### config.mk
export PLATFORM = sky130hd
export DESIGN_NAME = ctc_greedy_decoder
export DESIGN_NICKNAME = d
export VERILOG_FILES = /design/src/rtl/core/ctcgd_pkg.sv /design/src/rtl/core/ctcgd_ctrl.sv /design/src/rtl/core/ctcgd_dp.sv /design/src/rtl/core/ctc_greedy_decoder.sv
export SDC_FILE = /design/constraint.sdc
export NUM_CORES = 2
export LEC_CHECK = 0
export BUFFER_PORTS_ARGS = -buffer_cell sky130_fd_sc_hd__buf_2
export CAP_MARGIN = 20
export CORE_ASPECT_RATIO = 0.9
export CORE_MARGIN = 1
export CORE_UTILIZATION = 60
export CTS_CLUSTER_SIZE = 28
export DETAILED_ROUTE_END_ITERATION = 10
export PLACE_DENSITY_LB_ADDON = 0.3
export SYNTH_ARGS = -nofsm -noshare
export SYNTH_HDL_FRONTEND = slang
export SYNTH_SLANG_ARGS = --single-unit
### constraint.sdc
create_clock -name i_clk -period 11.2 [get_ports i_clk]
set_clock_uncertainty 0.05 [all_clocks]
set_input_delay 2.24 -clock i_clk [delete_from_list [all_inputs] [get_ports i_clk]]
set_output_delay 2.24 -clock i_clk [all_outputs]
set_load 0.01 [all_outputs]
### src/rtl/core/ctcgd_pkg.sv
// ctcgd_pkg: constants, exp tables and controller/datapath link types
// for the CTC greedy decoder. No dependencies.
`timescale 1ns / 1ps
package ctcgd_pkg;

    localparam int MAX_CLASSES     = 16;
    localparam int LOGIT_FRAC_BITS = 8;
    localparam int CLS_W           = 4;
    localparam int LOGIT_W         = 16;
    localparam int SUM_W           = 24;
    localparam int PSUM_W          = 25;
    localparam int CNT_W           = 9;
    localparam int PROB_W          = 16;
    localparam int EXP_W           = 17;
    localparam int PREV_W          = 5;
    localparam int DIVN_W          = 33;
    localparam int DSTEP_W         = 6;

    localparam logic [SUM_W-1:0]   SUM_MAX   = {SUM_W{1'b1}};
    localparam logic [SUM_W-1:0]   ONE_Q16   = 24'd65536;
    localparam logic [CNT_W-1:0]   COUNT_MAX = {CNT_W{1'b1}};
    localparam logic [PREV_W-1:0]  PREV_NONE = {PREV_W{1'b1}};
    localparam logic [DSTEP_W-1:0] DIV_STEPS = 6'd33;
    localparam logic [PROB_W-1:0]  PROB_MAX  = {PROB_W{1'b1}};

    // exp(-i) for integer part i < 12, Q1.16
    function automatic logic [EXP_W-1:0] exp_int(input logic [3:0] i);
        logic [EXP_W-1:0] v;
        case (i)
            4'd0:    v = 17'd65536;
            4'd1:    v = 17'd24109;
            4'd2:    v = 17'd8869;
            4'd3:    v = 17'd3263;
            4'd4:    v = 17'd1200;
            4'd5:    v = 17'd442;
            4'd6:    v = 17'd162;
            4'd7:    v = 17'd60;
            4'd8:    v = 17'd22;
            4'd9:    v = 17'd8;
            4'd10:   v = 17'd3;
            4'd11:   v = 17'd1;
            default: v = 17'd0;
        endcase
        return v;
    endfunction

    // exp(-f/16), Q1.16
    function automatic logic [EXP_W-1:0] exp_frac(input logic [3:0] f);
        logic [EXP_W-1:0] v;
        case (f)
            4'd0:    v = 17'd65536;
            4'd1:    v = 17'd61565;
            4'd2:    v = 17'd57835;
            4'd3:    v = 17'd54331;
            4'd4:    v = 17'd51039;
            4'd5:    v = 17'd47947;
            4'd6:    v = 17'd45042;
            4'd7:    v = 17'd42313;
            4'd8:    v = 17'd39750;
            4'd9:    v = 17'd37341;
            4'd10:   v = 17'd35079;
            4'd11:   v = 17'd32954;
            4'd12:   v = 17'd30957;
            4'd13:   v = 17'd29081;
            4'd14:   v = 17'd27319;
            default: v = 17'd25664;
        endcase
        return v;
    endfunction

    typedef struct packed {
        logic capture;
        logic mul_exp;
        logic update;
        logic div_char;
        logic div_mean;
        logic row_close;
        logic put_char;
        logic put_sum;
    } t_cmd;

    typedef struct packed {
        logic row_done;
        logic seq_end;
        logic emit;
        logic div_busy;
        logic out_free;
    } t_stat;

endpackage

### src/rtl/core/ctcgd_ctrl.sv
// ctcgd_ctrl: sequencing state machine of the CTC greedy decoder.
// Depends on ctcgd_pkg.
`timescale 1ns / 1ps
module ctcgd_ctrl import ctcgd_pkg::*; (
    input  logic  i_clk,
    input  logic  i_rst_n,
    input  logic  i_in_valid,
    output logic  o_in_ready,
    input  t_stat i_stat,
    output t_cmd  o_cmd
);

    typedef enum logic [7:0] {
        S_IDLE  = 8'b0000_0001,
        S_EXP   = 8'b0000_0010,
        S_UPD   = 8'b0000_0100,
        S_CHK   = 8'b0000_1000,
        S_DIVC  = 8'b0001_0000,
        S_PUTC  = 8'b0010_0000,
        S_MEANS = 8'b0100_0000,
        S_DIVM  = 8'b1000_0000
    } t_state_a;

    typedef enum logic [1:0] {
        P_NONE = 2'b01,
        P_SUM  = 2'b10
    } t_sum_state;

    t_state_a   r_state, n_state;
    t_sum_state r_psum_st, n_psum_st;

    assign o_in_ready = (r_state == S_IDLE) && (r_psum_st == P_NONE);

    always_comb begin
        n_state   = r_state;
        n_psum_st = r_psum_st;
        o_cmd     = '0;
        case (r_state)
            S_IDLE: begin
                if (r_psum_st == P_SUM) begin
                    if (!i_stat.div_busy && i_stat.out_free) begin
                        o_cmd.put_sum = 1'b1;
                        n_psum_st     = P_NONE;
                    end
                end else if (i_in_valid) begin
                    o_cmd.capture = 1'b1;
                    n_state       = S_EXP;
                end
            end
            S_EXP: begin
                o_cmd.mul_exp = 1'b1;
                n_state       = S_UPD;
            end
            S_UPD: begin
                o_cmd.update = 1'b1;
                n_state      = S_CHK;
            end
            S_CHK: begin
                if (!i_stat.row_done) begin
                    n_state = S_IDLE;
                end else if (i_stat.emit) begin
                    o_cmd.div_char = 1'b1;
                    n_state        = S_DIVC;
                end else begin
                    o_cmd.row_close = 1'b1;
                    n_state         = i_stat.seq_end ? S_MEANS : S_IDLE;
                end
            end
            S_DIVC: begin
                if (!i_stat.div_busy) begin
                    n_state = S_PUTC;
                end
            end
            S_PUTC: begin
                if (i_stat.out_free) begin
                    o_cmd.put_char = 1'b1;
                    n_state        = i_stat.seq_end ? S_MEANS : S_IDLE;
                end
            end
            S_MEANS: begin
                o_cmd.div_mean = 1'b1;
                n_state        = S_DIVM;
            end
            S_DIVM: begin
                n_state   = S_IDLE;
                n_psum_st = P_SUM;
            end
            default: begin
                n_state   = S_IDLE;
                n_psum_st = P_NONE;
            end
        endcase
    end

    always_ff @(posedge i_clk) begin
        if (!i_rst_n) begin
            r_state   <= S_IDLE;
            r_psum_st <= P_NONE;
        end else begin
            r_state   <= n_state;
            r_psum_st <= n_psum_st;
        end
    end

    a_no_accept_busy: assert property (@(posedge i_clk) disable iff (!i_rst_n)
        o_in_ready |-> !i_stat.div_busy)
        else $error("request accepted while divider busy");
    a_put_after_div: assert property (@(posedge i_clk) disable iff (!i_rst_n)
        (o_cmd.put_char || o_cmd.put_sum) |-> (!i_stat.div_busy && i_stat.out_free))
        else $error("result loaded before divider finished or output free");
    a_mean_after_close: assert property (@(posedge i_clk) disable iff (!i_rst_n)
        o_cmd.div_mean |-> $past(o_cmd.put_char || o_cmd.row_close))
        else $error("mean division started without row close");

endmodule

### src/rtl/core/ctcgd_dp.sv
// ctcgd_dp: datapath of the CTC greedy decoder: max/argmax, softmax
// normaliser, shared restoring divider, output register. Depends on ctcgd_pkg.
`timescale 1ns / 1ps
module ctcgd_dp import ctcgd_pkg::*; (
    input  logic                      i_clk,
    input  logic                      i_rst_n,
    input  logic                      i_cfg_we,
    input  logic [CLS_W-1:0]          i_cfg_data,
    input  logic signed [LOGIT_W-1:0] i_logit,
    input  logic                      i_row_end,
    input  logic                      i_sequence_end,
    input  t_cmd                      i_cmd,
    output t_stat                     o_stat,
    output logic                      o_out_valid,
    input  logic                      i_out_ready,
    output logic                      o_kind,
    output logic [CLS_W-1:0]          o_class_index,
    output logic [PROB_W-1:0]         o_char_probability,
    output logic [PROB_W-1:0]         o_mean_confidence,
    output logic [CNT_W-1:0]          o_emitted_count,
    output logic                      o_last
);

    logic [CLS_W-1:0]          r_blank;
    logic signed [LOGIT_W-1:0] r_x;
    logic                      r_row_done, r_seq_end;
    logic signed [LOGIT_W-1:0] r_row_max;
    logic [CLS_W-1:0]          r_argmax, r_cc;
    logic [SUM_W-1:0]          r_sum;
    logic [PREV_W-1:0]         r_prev;
    logic [PSUM_W-1:0]         r_psum;
    logic [CNT_W-1:0]          r_cnt;
    logic [EXP_W-1:0]          r_e;
    logic [SUM_W-1:0]          r_rem;
    logic [DIVN_W-1:0]         r_num;
    logic [SUM_W-1:0]          r_den;
    logic [DSTEP_W-1:0]        r_dstep;
    logic                      r_ovalid;

    logic                      fresh, gt;
    logic [LOGIT_W:0]          diff;
    logic [LOGIT_W:0]          q;
    logic [LOGIT_W-4:0]        ip;
    logic [2*EXP_W-1:0]        eprod;
    logic [EXP_W-1:0]          e_val;
    logic [SUM_W+EXP_W-1:0]    sprod;
    logic [SUM_W+1:0]          s_up;
    logic [SUM_W-1:0]          s_sat;
    logic [CLS_W:0]            cc_inc;
    logic [SUM_W:0]            rem_sh;
    logic                      qbit;
    logic [PROB_W-1:0]         q_sat;
    logic [PSUM_W:0]           mean_num;

    assign fresh = (r_sum == '0);
    assign gt    = r_x > r_row_max;
    assign diff  = gt ? ({r_x[LOGIT_W-1], r_x} - {r_row_max[LOGIT_W-1], r_row_max})
                      : ({r_row_max[LOGIT_W-1], r_row_max} - {r_x[LOGIT_W-1], r_x});
    assign q     = diff >> (LOGIT_FRAC_BITS - 4);
    assign ip    = q[LOGIT_W:4];
    assign eprod = exp_int(ip[3:0]) * exp_frac(q[3:0]);
    assign e_val = (ip >= (LOGIT_W-3)'(12)) ? '0 : EXP_W'((eprod + 34'd32768) >> 16);

    assign sprod = r_sum * r_e;
    always_comb begin
        if (gt) begin
            s_up = (SUM_W+2)'((sprod + 41'd32768) >> 16) + (SUM_W+2)'(ONE_Q16);
        end else begin
            s_up = (SUM_W+2)'(r_sum) + (SUM_W+2)'(r_e);
        end
        s_sat = (s_up > (SUM_W+2)'(SUM_MAX)) ? SUM_MAX : s_up[SUM_W-1:0];
    end
    assign cc_inc = {1'b0, r_cc} + (CLS_W+1)'(1);

    assign rem_sh = {r_rem, r_num[DIVN_W-1]};
    assign qbit   = rem_sh >= {1'b0, r_den};
    assign q_sat  = (r_num[DIVN_W-1:PROB_W] != '0) ? PROB_MAX : r_num[PROB_W-1:0];
    assign mean_num = (PSUM_W+1)'(r_psum) + (PSUM_W+1)'(r_cnt >> 1);

    assign o_stat.row_done = r_row_done;
    assign o_stat.seq_end  = r_seq_end;
    assign o_stat.emit     = ({1'b0, r_argmax} != {1'b0, r_blank})
                          && ({1'b0, r_argmax} != r_prev);
    assign o_stat.div_busy = (r_dstep != '0);
    assign o_stat.out_free = !r_ovalid || i_out_ready;
    assign o_out_valid     = r_ovalid;

    always_ff @(posedge i_clk) begin
        if (!i_rst_n) begin
            r_blank   <= '0;
            r_row_max <= '0;
            r_argmax  <= '0;
            r_cc      <= '0;
            r_sum     <= '0;
            r_prev    <= PREV_NONE;
            r_psum    <= '0;
            r_cnt     <= '0;
            r_dstep   <= '0;
            r_ovalid  <= 1'b0;
        end else begin
            if (i_cfg_we) begin
                r_blank <= i_cfg_data;
            end
            if (i_cmd.update) begin
                if (fresh || gt) begin
                    r_row_max <= r_x;
                    r_argmax  <= r_cc;
                end
                r_sum <= fresh ? ONE_Q16 : s_sat;
                r_cc  <= (cc_inc >= (CLS_W+1)'(MAX_CLASSES)) ? '0 : cc_inc[CLS_W-1:0];
            end
            if (i_cmd.row_close || i_cmd.put_char) begin
                r_prev    <= {1'b0, r_argmax};
                r_row_max <= '0;
                r_argmax  <= '0;
                r_cc      <= '0;
                r_sum     <= '0;
            end
            if (i_cmd.put_char && (r_cnt < COUNT_MAX)) begin
                r_psum <= r_psum + PSUM_W'(q_sat);
                r_cnt  <= r_cnt + CNT_W'(1);
            end
            if (i_cmd.put_sum) begin
                r_prev <= PREV_NONE;
                r_psum <= '0;
                r_cnt  <= '0;
            end
            if (i_cmd.div_char || i_cmd.div_mean) begin
                r_dstep <= DIV_STEPS;
            end else if (r_dstep != '0) begin
                r_dstep <= r_dstep - DSTEP_W'(1);
            end
            if (i_cmd.put_char || i_cmd.put_sum) begin
                r_ovalid <= 1'b1;
            end else if (i_out_ready) begin
                r_ovalid <= 1'b0;
            end
        end
    end

    always_ff @(posedge i_clk) begin
        if (i_cmd.capture) begin
            r_x        <= i_logit;
            r_row_done <= i_row_end || i_sequence_end;
            r_seq_end  <= i_sequence_end;
        end
        if (i_cmd.mul_exp) begin
            r_e <= e_val;
        end
        if (i_cmd.div_char) begin
            // 2^32 plus half the divisor, for a rounded reciprocal
            r_rem <= '0;
            r_num <= {1'b1, {(DIVN_W-1){1'b0}}} + {9'd0, 1'b0, r_sum[SUM_W-1:1]};
            r_den <= r_sum;
        end else if (i_cmd.div_mean) begin
            r_rem <= '0;
            r_num <= DIVN_W'(mean_num);
            r_den <= SUM_W'(r_cnt);
        end else if (r_dstep != '0) begin
            r_rem <= qbit ? SUM_W'(rem_sh - {1'b0, r_den}) : rem_sh[SUM_W-1:0];
            r_num <= {r_num[DIVN_W-2:0], qbit};
        end
        if (i_cmd.put_char) begin
            o_kind             <= 1'b0;
            o_class_index      <= r_argmax;
            o_char_probability <= q_sat;
            o_mean_confidence  <= '0;
            o_emitted_count    <= '0;
            o_last             <= 1'b0;
        end else if (i_cmd.put_sum) begin
            o_kind             <= 1'b1;
            o_class_index      <= '0;
            o_char_probability <= '0;
            o_mean_confidence  <= (r_cnt == '0) ? '0 : q_sat;
            o_emitted_count    <= r_cnt;
            o_last             <= 1'b1;
        end
    end

    a_sum_live: assert property (@(posedge i_clk) disable iff (!i_rst_n)
        i_cmd.update |=> (r_sum >= ONE_Q16))
        else $error("normaliser below one after update");
    a_div_idle_start: assert property (@(posedge i_clk) disable iff (!i_rst_n)
        (i_cmd.div_char || i_cmd.div_mean) |-> (r_dstep == '0))
        else $error("divider restarted while busy");
    a_put_free: assert property (@(posedge i_clk) disable iff (!i_rst_n)
        (i_cmd.put_char || i_cmd.put_sum) |-> o_stat.out_free)
        else $error("output register overwritten");

endmodule

### src/rtl/core/ctc_greedy_decoder.sv
// CTC greedy decoder with softmax confidence. Each request is one class
// logit (Q8.8); a row ends with row_end or sequence_end. Every logit passes
// through capture, exp table multiply, normaliser update and check; a row
// that emits a character also runs the 33-step restoring divider that
// forms 1/normaliser, and a sequence end runs it again for the mean
// division. Results wait in an output register; the next request is taken
// while a result is still held. Blank class is set through i_cfg_we/data.
// Depends on ctcgd_pkg, ctcgd_ctrl, ctcgd_dp.
`timescale 1ns / 1ps
module ctc_greedy_decoder import ctcgd_pkg::*; (
    input  logic                      i_clk,
    input  logic                      i_rst_n,
    input  logic                      i_cfg_we,
    input  logic [CLS_W-1:0]          i_cfg_data,
    input  logic                      i_in_valid,
    output logic                      o_in_ready,
    input  logic signed [LOGIT_W-1:0] i_logit,
    input  logic                      i_row_end,
    input  logic                      i_sequence_end,
    output logic                      o_out_valid,
    input  logic                      i_out_ready,
    output logic                      o_kind,
    output logic [CLS_W-1:0]          o_class_index,
    output logic [PROB_W-1:0]         o_char_probability,
    output logic [PROB_W-1:0]         o_mean_confidence,
    output logic [CNT_W-1:0]          o_emitted_count,
    output logic                      o_last
);

    t_cmd  cmd;
    t_stat stat;

    ctcgd_ctrl u_ctrl (
        .i_clk      (i_clk),
        .i_rst_n    (i_rst_n),
        .i_in_valid (i_in_valid),
        .o_in_ready (o_in_ready),
        .i_stat     (stat),
        .o_cmd      (cmd)
    );

    ctcgd_dp u_dp (
        .i_clk              (i_clk),
        .i_rst_n            (i_rst_n),
        .i_cfg_we           (i_cfg_we),
        .i_cfg_data         (i_cfg_data),
        .i_logit            (i_logit),
        .i_row_end          (i_row_end),
        .i_sequence_end     (i_sequence_end),
        .i_cmd              (cmd),
        .o_stat             (stat),
        .o_out_valid        (o_out_valid),
        .i_out_ready        (i_out_ready),
        .o_kind             (o_kind),
        .o_class_index      (o_class_index),
        .o_char_probability (o_char_probability),
        .o_mean_confidence  (o_mean_confidence),
        .o_emitted_count    (o_emitted_count),
        .o_last             (o_last)
    );

endmodule
## Yosys cells after proc, flatten, opt, wreduce, memory -nomap -nowiden

Memory sizes are Yosys's and may differ from the RTL's.
Index checks and enable logic that the tools add are counted.

- Latch bits: 0
- Input port bits: 27
- Word-level logic and storage cells: 146
- Bits in read-only memories: 512
- Bits in writable memories: 0
- Memories: 2
- Flip-flop bits (word level): 270

Memory list:

| memory | depth | bits a word | rd ports | clocked after Yosys merged registers in | write ports | RTL line | text |
|---|---|---|---|---|---|---|---|
| (no name shown) | 16 | 17 | 1 | 0 | 0 | ctcgd_pkg.sv:50 | `case (f)` |
| (no name shown) | 16 | 15 | 1 | 0 | 0 | ctcgd_pkg.sv:29 | `case (i)` |

- Reductions and logical operators: 29
- Multipliers: 2
- Multiplexer cells: 49
- $add $sub $neg: 13
- Bitwise operators: 2
- Shifts and indexed selects: 0
- Eq/ne operators: 18
- Div/mod/pow operators: 0
- Magnitude comparators: 6

Operators with widths:

| operator | number |
|---|---|
| $mux 24 | 5 |
| $mux 33 | 3 |
| $mux 16 | 4 |
| $pmux 8 s7 | 1 |
| $mux 8 | 6 |
| $add 41x16->41 const B | 1 |
| $mul 24x17->41 | 1 |
| $sub 16x16->17 | 2 |
| $add 33x16->33 const B | 1 |
| $add 33x23->33 const A | 1 |
| $mul 17x17->33 | 1 |
| $add 25x17->26 const B | 1 |
| $add 25x8->26 | 1 |
| $gt 26x24->1 const B | 1 |
| $mux 26 | 1 |
| $add 24x17->25 | 1 |
| $add 25x16->25 | 1 |
| $ge 25x24->1 | 1 |
| $logic_not 24->1 | 1 |
| $sub 24x24->24 | 1 |
| $mux 1 | 19 |
| $mux 17 | 1 |
| $reduce_bool 17->1 | 1 |
| $gt 16x16->1 | 1 |
| 38 further kinds | 62 |

## Depth between registers and ports, before layout

- Depth after elaboration: 8
- Mapped depth: 44

## Modules after synthesis

Synthesis repeated with hierarchy kept, for this count alone.

- Cells, all modules: 4533
- Area total of the unflattened synthesis: 38872.3 sq um

Modules (own cells, without submodules):

| module | instances | cells an instance | area an instance (sq um) |
|---|---|---|---|
| ctcgd_dp | 1 | 4455 | 38221.7 |
| ctcgd_ctrl | 1 | 78 | 650.6 |

## Least setup slack after synthesis

No wires, ideal clock.

- Kind: reg2reg
- Start point: register u_dp.r_x[2]
- End point: register u_dp.r_e[14], data pin
- Buffers on the path: 4
- Cell stages (with the launch flop): 40
- Period minus slack after synthesis: 9646 ps
- Library setup time: 260 ps
- Arrival: 9336 ps
- Slack: 1554 ps
- Cell sequence: edfxtp_1 -> ha_1 -> nor2_1 -> a211o_1 -> a31oi_2 -> a41o_1 -> buf_6 -> a21o_1 -> buf_2 -> nand3_1 -> o21ai_0 -> xor2_1 -> ha_1 -> nor2_1 -> mux2_2 -> a21oi_1 -> o21a_1 -> clkbuf_1 -> [4 not listed] -> fa_1 -> inv_1 -> fa_1 -> fa_1 -> inv_1 -> fa_1 -> inv_1 -> ha_1 -> clkbuf_1 -> a21o_1 -> a21o_1 -> a21oi_1 -> o31ai_1 -> a221oi_1 -> o31ai_4 -> a211oi_4 -> o21bai_1 -> mux2_2

- Cells in the longest elaborated chain, start to end: 5

Ends and longest elaborated chain:

| item | RTL line | text |
|---|---|---|
| from (decl) | ctcgd_dp.sv:25 | `logic signed [LOGIT_W-1:0] r_x;` |
| from (signal assigned) | ctcgd_dp.sv:143 | `r_x <= i_logit;` |
| $sub 16x16->17 (tied with other cells) | ctcgd_dp.sv:58 | `: ({r_row_max[LOGIT_W-1], r_row_max} - {r_x[LOGIT_W-1], r_x});` |
| $mux 17 (*) | ctcgd_dp.sv:57 | `assign diff = gt ? ({r_x[LOGIT_W-1], r_x} - {r_row_max[LOGIT_W-1], r_row_max})` |
| $mem_v2 16x15 or $mem_v2 16x17 (tied branches) | n/a |  |
| $mul 17x17->33 | ctcgd_dp.sv:61 | `assign eprod = exp_int(ip[3:0]) * exp_frac(q[3:0]);` |
| $add 33x16->33 | ctcgd_dp.sv:62 | `assign e_val = (ip >= (LOGIT_W-3)'(12)) ? '0 : EXP_W'((eprod + 34'd32768) >> 16);` |
| to (signal assigned) | ctcgd_dp.sv:148 | `r_e <= e_val;` |
| to (decl) | ctcgd_dp.sv:33 | `logic [EXP_W-1:0] r_e;` |

Every way passes the cells marked *; elsewhere a longest branch is shown, timed or not.
A chain may end at the register's enable or synchronous reset.

## Final worst setup path

- Start point: register u_dp.r_x[4]
- End point: register u_dp.r_e[14], data pin

Same word-level chain as after synthesis.

==> summary.txt <==
Status
  • Status: complete, no violations

GRT
  • Global Route Usage Sum: 30.6%
  • Congestion Overflow GR: 0
  • First-pass GRT wire length: between 150,000 and 200,000 µm
  • Vias in the first global route: 30,431
  • Largest net degree at the start of global routing: 44
  • Initial antenna violation count: 0

Synth
  • Number of cells produced by synthesis: ~4,400
  • Post-synthesis cell area: 38,200 µm²
  • Yosys reg bits: 270
  • Ys async rst share: 0%
  • Prevailing post-synth register cell: dfxtp_1
  • Share of the synthesized area in the top cell type: 27.4%
  • Yosys top cell by area: fa_1
  • Synthesized Nets: 5,368
  • Synth Warn #: 0
  • Post-synthesis cell type count: 94
  • Number of flops mapped to enable cells by yosys: approximately 110
  • Sequential element share of the synthesized area: approximately 17%
  • Avg Inst Size Synth: between 8 and 9 µm²
  • Largest cells by area after synthesis: fa_1 (27%), ha_1 (12%), edfxtp_1 (8.8%), dfxtp_1 (8.3%), inv_1 (7.6%)

Clock network
  • Hold_buf cts: 0
  • Post-CTS resize count: 0
  • CTS tree: done
  • Root Driver: clkbuf_16
  • # Post-CTS Setup Buffers: 0
  • Total CTS buffers: 28
  • H-tree levels: 1
  • Clock transition at path regs: 60 ps
  • Clk buf depth: 3
  • Worst skew pair latency: 570 ps
  • Sink Count: 270

Route
  • Post-Route WL: 95,900 µm
  • Via count: between 30,000 and 40,000
  • Post-route DRC: 0
  • Vias/cell: around 5.7
  • DR iter-0 viols: around 2,400
  • Routed len/inst: roughly 18 µm
  • Routed Antenna Nets: 0
  • Drt pass-1 iters: 6

Setup path
  • Delay-heaviest family, CP: adder cells
  • Critical Path AT: 10,710 ps
  • WP data required: between 10,000 and 15,000 ps
  • Worst path buffer plus inverter count: 3
  • Most frequent CP cell: fa_1
  • R2r endpoint: u_dp.r_e[14]$_SDFFCE_PP0P_
  • Critical setup path kind: reg -> reg
  • CP Launch Type: register
  • Worst reg-to-reg setup slack: around 750 ps
  • Crit end category: register
  • Worst reg2reg path depth: 34
  • Worst stage delay on the critical path: between 500 and 600 ps
  • CP max-delay cell: fa_1
  • Crit Reg-Reg Startpoint: u_dp.r_x[4]$_DFFE_PP_
  • Max Fanout on Critical Path: 11

Floorplan
  • Number of placement rows: just under 90
  • Die X-Extent: between 200 and 300 µm
  • Core box area: 62,800 µm²
  • Initial core utilization: slightly above 60%
  • Full die area: about 65,000 µm²
  • Die Height: ~240 µm
  • IO Pins: 76

STA
  • Setup violators final: 0
  • Setup TNS: 0 ps
  • Final Hold Viols: 0
  • Final setup margin: 750 ps
  • Min Tclk post-route: roughly 10,000 ps
  • Relative slew slack: roughly 28%
  • Highest clock rate: 95.7 MHz
  • Period Utilization, post-route: between 90 and 100%
  • Unrepaired setup endpoints after global routing: false
  • Slew Limit Fails: 0
  • Slew at the pin closest to its max-slew limit: 1080 ps

Pwr
  • Power Dens Cells: 199 nW/µm²
  • Lkg Pwr: between 15 and 20 nW
  • Maximum vdd drop: between 0.4 and 0.5 mV

Final layout
  • Multi-input gate area: roughly 28,000 µm²
  • Number of fill cells: ~5,300
  • Final core occ: between 60% and 70%
  • Reg area: about 6500 µm²
  • Final net count: ~5,400
  • Layout cell share with drive strength beyond 1: roughly 6.3%
  • Area grow syn2layout: 5.98%

Placement
  • IO buf count: 75
  • Routability cong.: 0.943
  • Placed wire-length estimate: 75,600 µm
  • Dpl ws: approximately 850 ps

Min path
  • Worst Min Path Start: u_dp.o_mean_confidence[8]$_SDFFE_PP0P_
  • Hold EP: u_dp.o_mean_confidence[8]$_SDFFE_PP0P_
  • Cells on Worst Hold Path: 2
  • Hold Path Class: reg -> reg

Job
  • Max Cap Viol: 0
[metal layers]
layer / GRT usage (%) / vias to the layer above / routed length [µm]
li1: - / 14175 / -
met1: 43.9 / 14757 / 41900
met2: 48.9 / 1128 / 43900
met3: 4.28 / 153 / 7520
met4: 7.48 / 0 / 2660
met5: 0 / - / 0
[worst register-to-register path: cells and delay by family (launching register included)]
family	cells	cell delay (ps)
buffers and inverters	3	150
AO/OA/AOI/OAI	12	3120
XOR/XNOR	1	350
multiplexers	3	720
adder cells (fa/ha/maj)	9	4240
AND/OR/NAND/NOR	6	1120
flip-flops	1	420
[kinds of logic after synthesis]
family / count (synthesis) / synth area share (%)
AOI/OAI and AO/OA: 670 / 11.3
xor gates and xnor gates: 133 / 3.11
adders and majority gates: 903 / 39.8
and+or+nand+nor: 1441 / 17.7
DFF: 270 / 17.1
muxes: 50 / 1.36
buffers and inverters: 971 / 9.63
[worst max path at each step]
stage / start / slack (ps) / to / cells after the start
after detailed placement: u_dp.r_x[4]$_DFFE_PP_ / 850 / u_dp.r_e[14]$_SDFFCE_PP0P_ / 33
after global placement: u_dp.r_x[4]$_DFFE_PP_ / 1040 / u_dp.r_e[14]$_SDFFCE_PP0P_ / 32
after global routing: u_dp.r_x[4]$_DFFE_PP_ / 140 / u_dp.r_e[14]$_SDFFCE_PP0P_ / 32
after floorplan: u_dp.r_x[2]$_DFFE_PP_ / 1550 / u_dp.r_e[14]$_SDFFCE_PP0P_ / 39
final: u_dp.r_x[4]$_DFFE_PP_ / 750 / u_dp.r_e[14]$_SDFFCE_PP0P_ / 34
after CTS: u_dp.r_x[4]$_DFFE_PP_ / 840 / u_dp.r_e[14]$_SDFFCE_PP0P_ / 34
[report_power, final]
group	leakage [nW]	internal (mW)	total [mW]	switching [mW]
logic	17.0	2.33	5.74	3.41
registers	2.29	1.21	1.32	0.101
clock network	0.494	0.602	1.02	0.414
[sequential cells by signal, summed over array words and instances (netlist names), 5 cells and up]
| signal | cells |
|---|---|
| u_ctrl.r_state | 8 |
| u_dp.o_char_probability | 16 |
| u_dp.o_emitted_count | 9 |
| u_dp.o_mean_confidence | 16 |
| u_dp.r_cnt | 9 |
| u_dp.r_den | 24 |
| u_dp.r_dstep | 6 |
| u_dp.r_e | 17 |
| u_dp.r_num | 33 |
| u_dp.r_prev | 5 |
| u_dp.r_psum | 25 |
| u_dp.r_rem | 24 |
| u_dp.r_row_max | 16 |
| u_dp.r_sum | 24 |
| u_dp.r_x | 16 |
[area by class of cell]
type,count,area share (%)
Clock buffer,43,2.23
Inverter,776,7.19
Tap cell,845,2.61
Clock inverter,8,0.253
Multi-Input combinational cell,3197,69.2
Sequential cell,270,16.1
Antenna cell,1,0.00617
Timing Repair Buffer,154,2.39
[layout by cell type, fill, tap and decap left out, types with 33 or more instances in the layout]
master    instances
and2_1          222
nand2_1         468
dfxtp_1         158
xor2_1           47
nand2b_1         44
buf_2            75
mux2i_1          38
xnor2_1          83
nand3_1          51
ha_1            380
a21oi_1         207
fa_1            523
inv_1           774
nor3_1           41
a21o_1           58
edfxtp_1        112
o21ai_0         147
buf_4            79
a211oi_1         35
nor2_1          421
o211ai_1         33
[per-stage QoR]
stage / area (µm²) / hold slack [ps] / power [mW] / cells
global placement: 39500 / 383 / 6.86 / 5242
CTS: 40500 / 411 / 8.08 / 5293
floorplan: 38200 / 373 / 5.68 / 4438
finish: 40500 / 409 / 8.07 / 5294
detailed placement: 39500 / 396 / 7.03 / 5242
global route: 40500 / 431 / 8.96 / 5293
[synth_stat cells, types with 58 or more instances]
| cell | n |
|---|---|
| fa_1 | 523 |
| and2_1 | 222 |
| a21oi_1 | 207 |
| a21o_1 | 58 |
| ha_1 | 380 |
| nand2_1 | 468 |
| nor2_1 | 424 |
| edfxtp_1 | 112 |
| clkbuf_1 | 170 |
| o21ai_0 | 147 |
| dfxtp_1 | 158 |
| inv_1 | 774 |
| xnor2_1 | 83 |
Power figures use the tool's default switching activity.
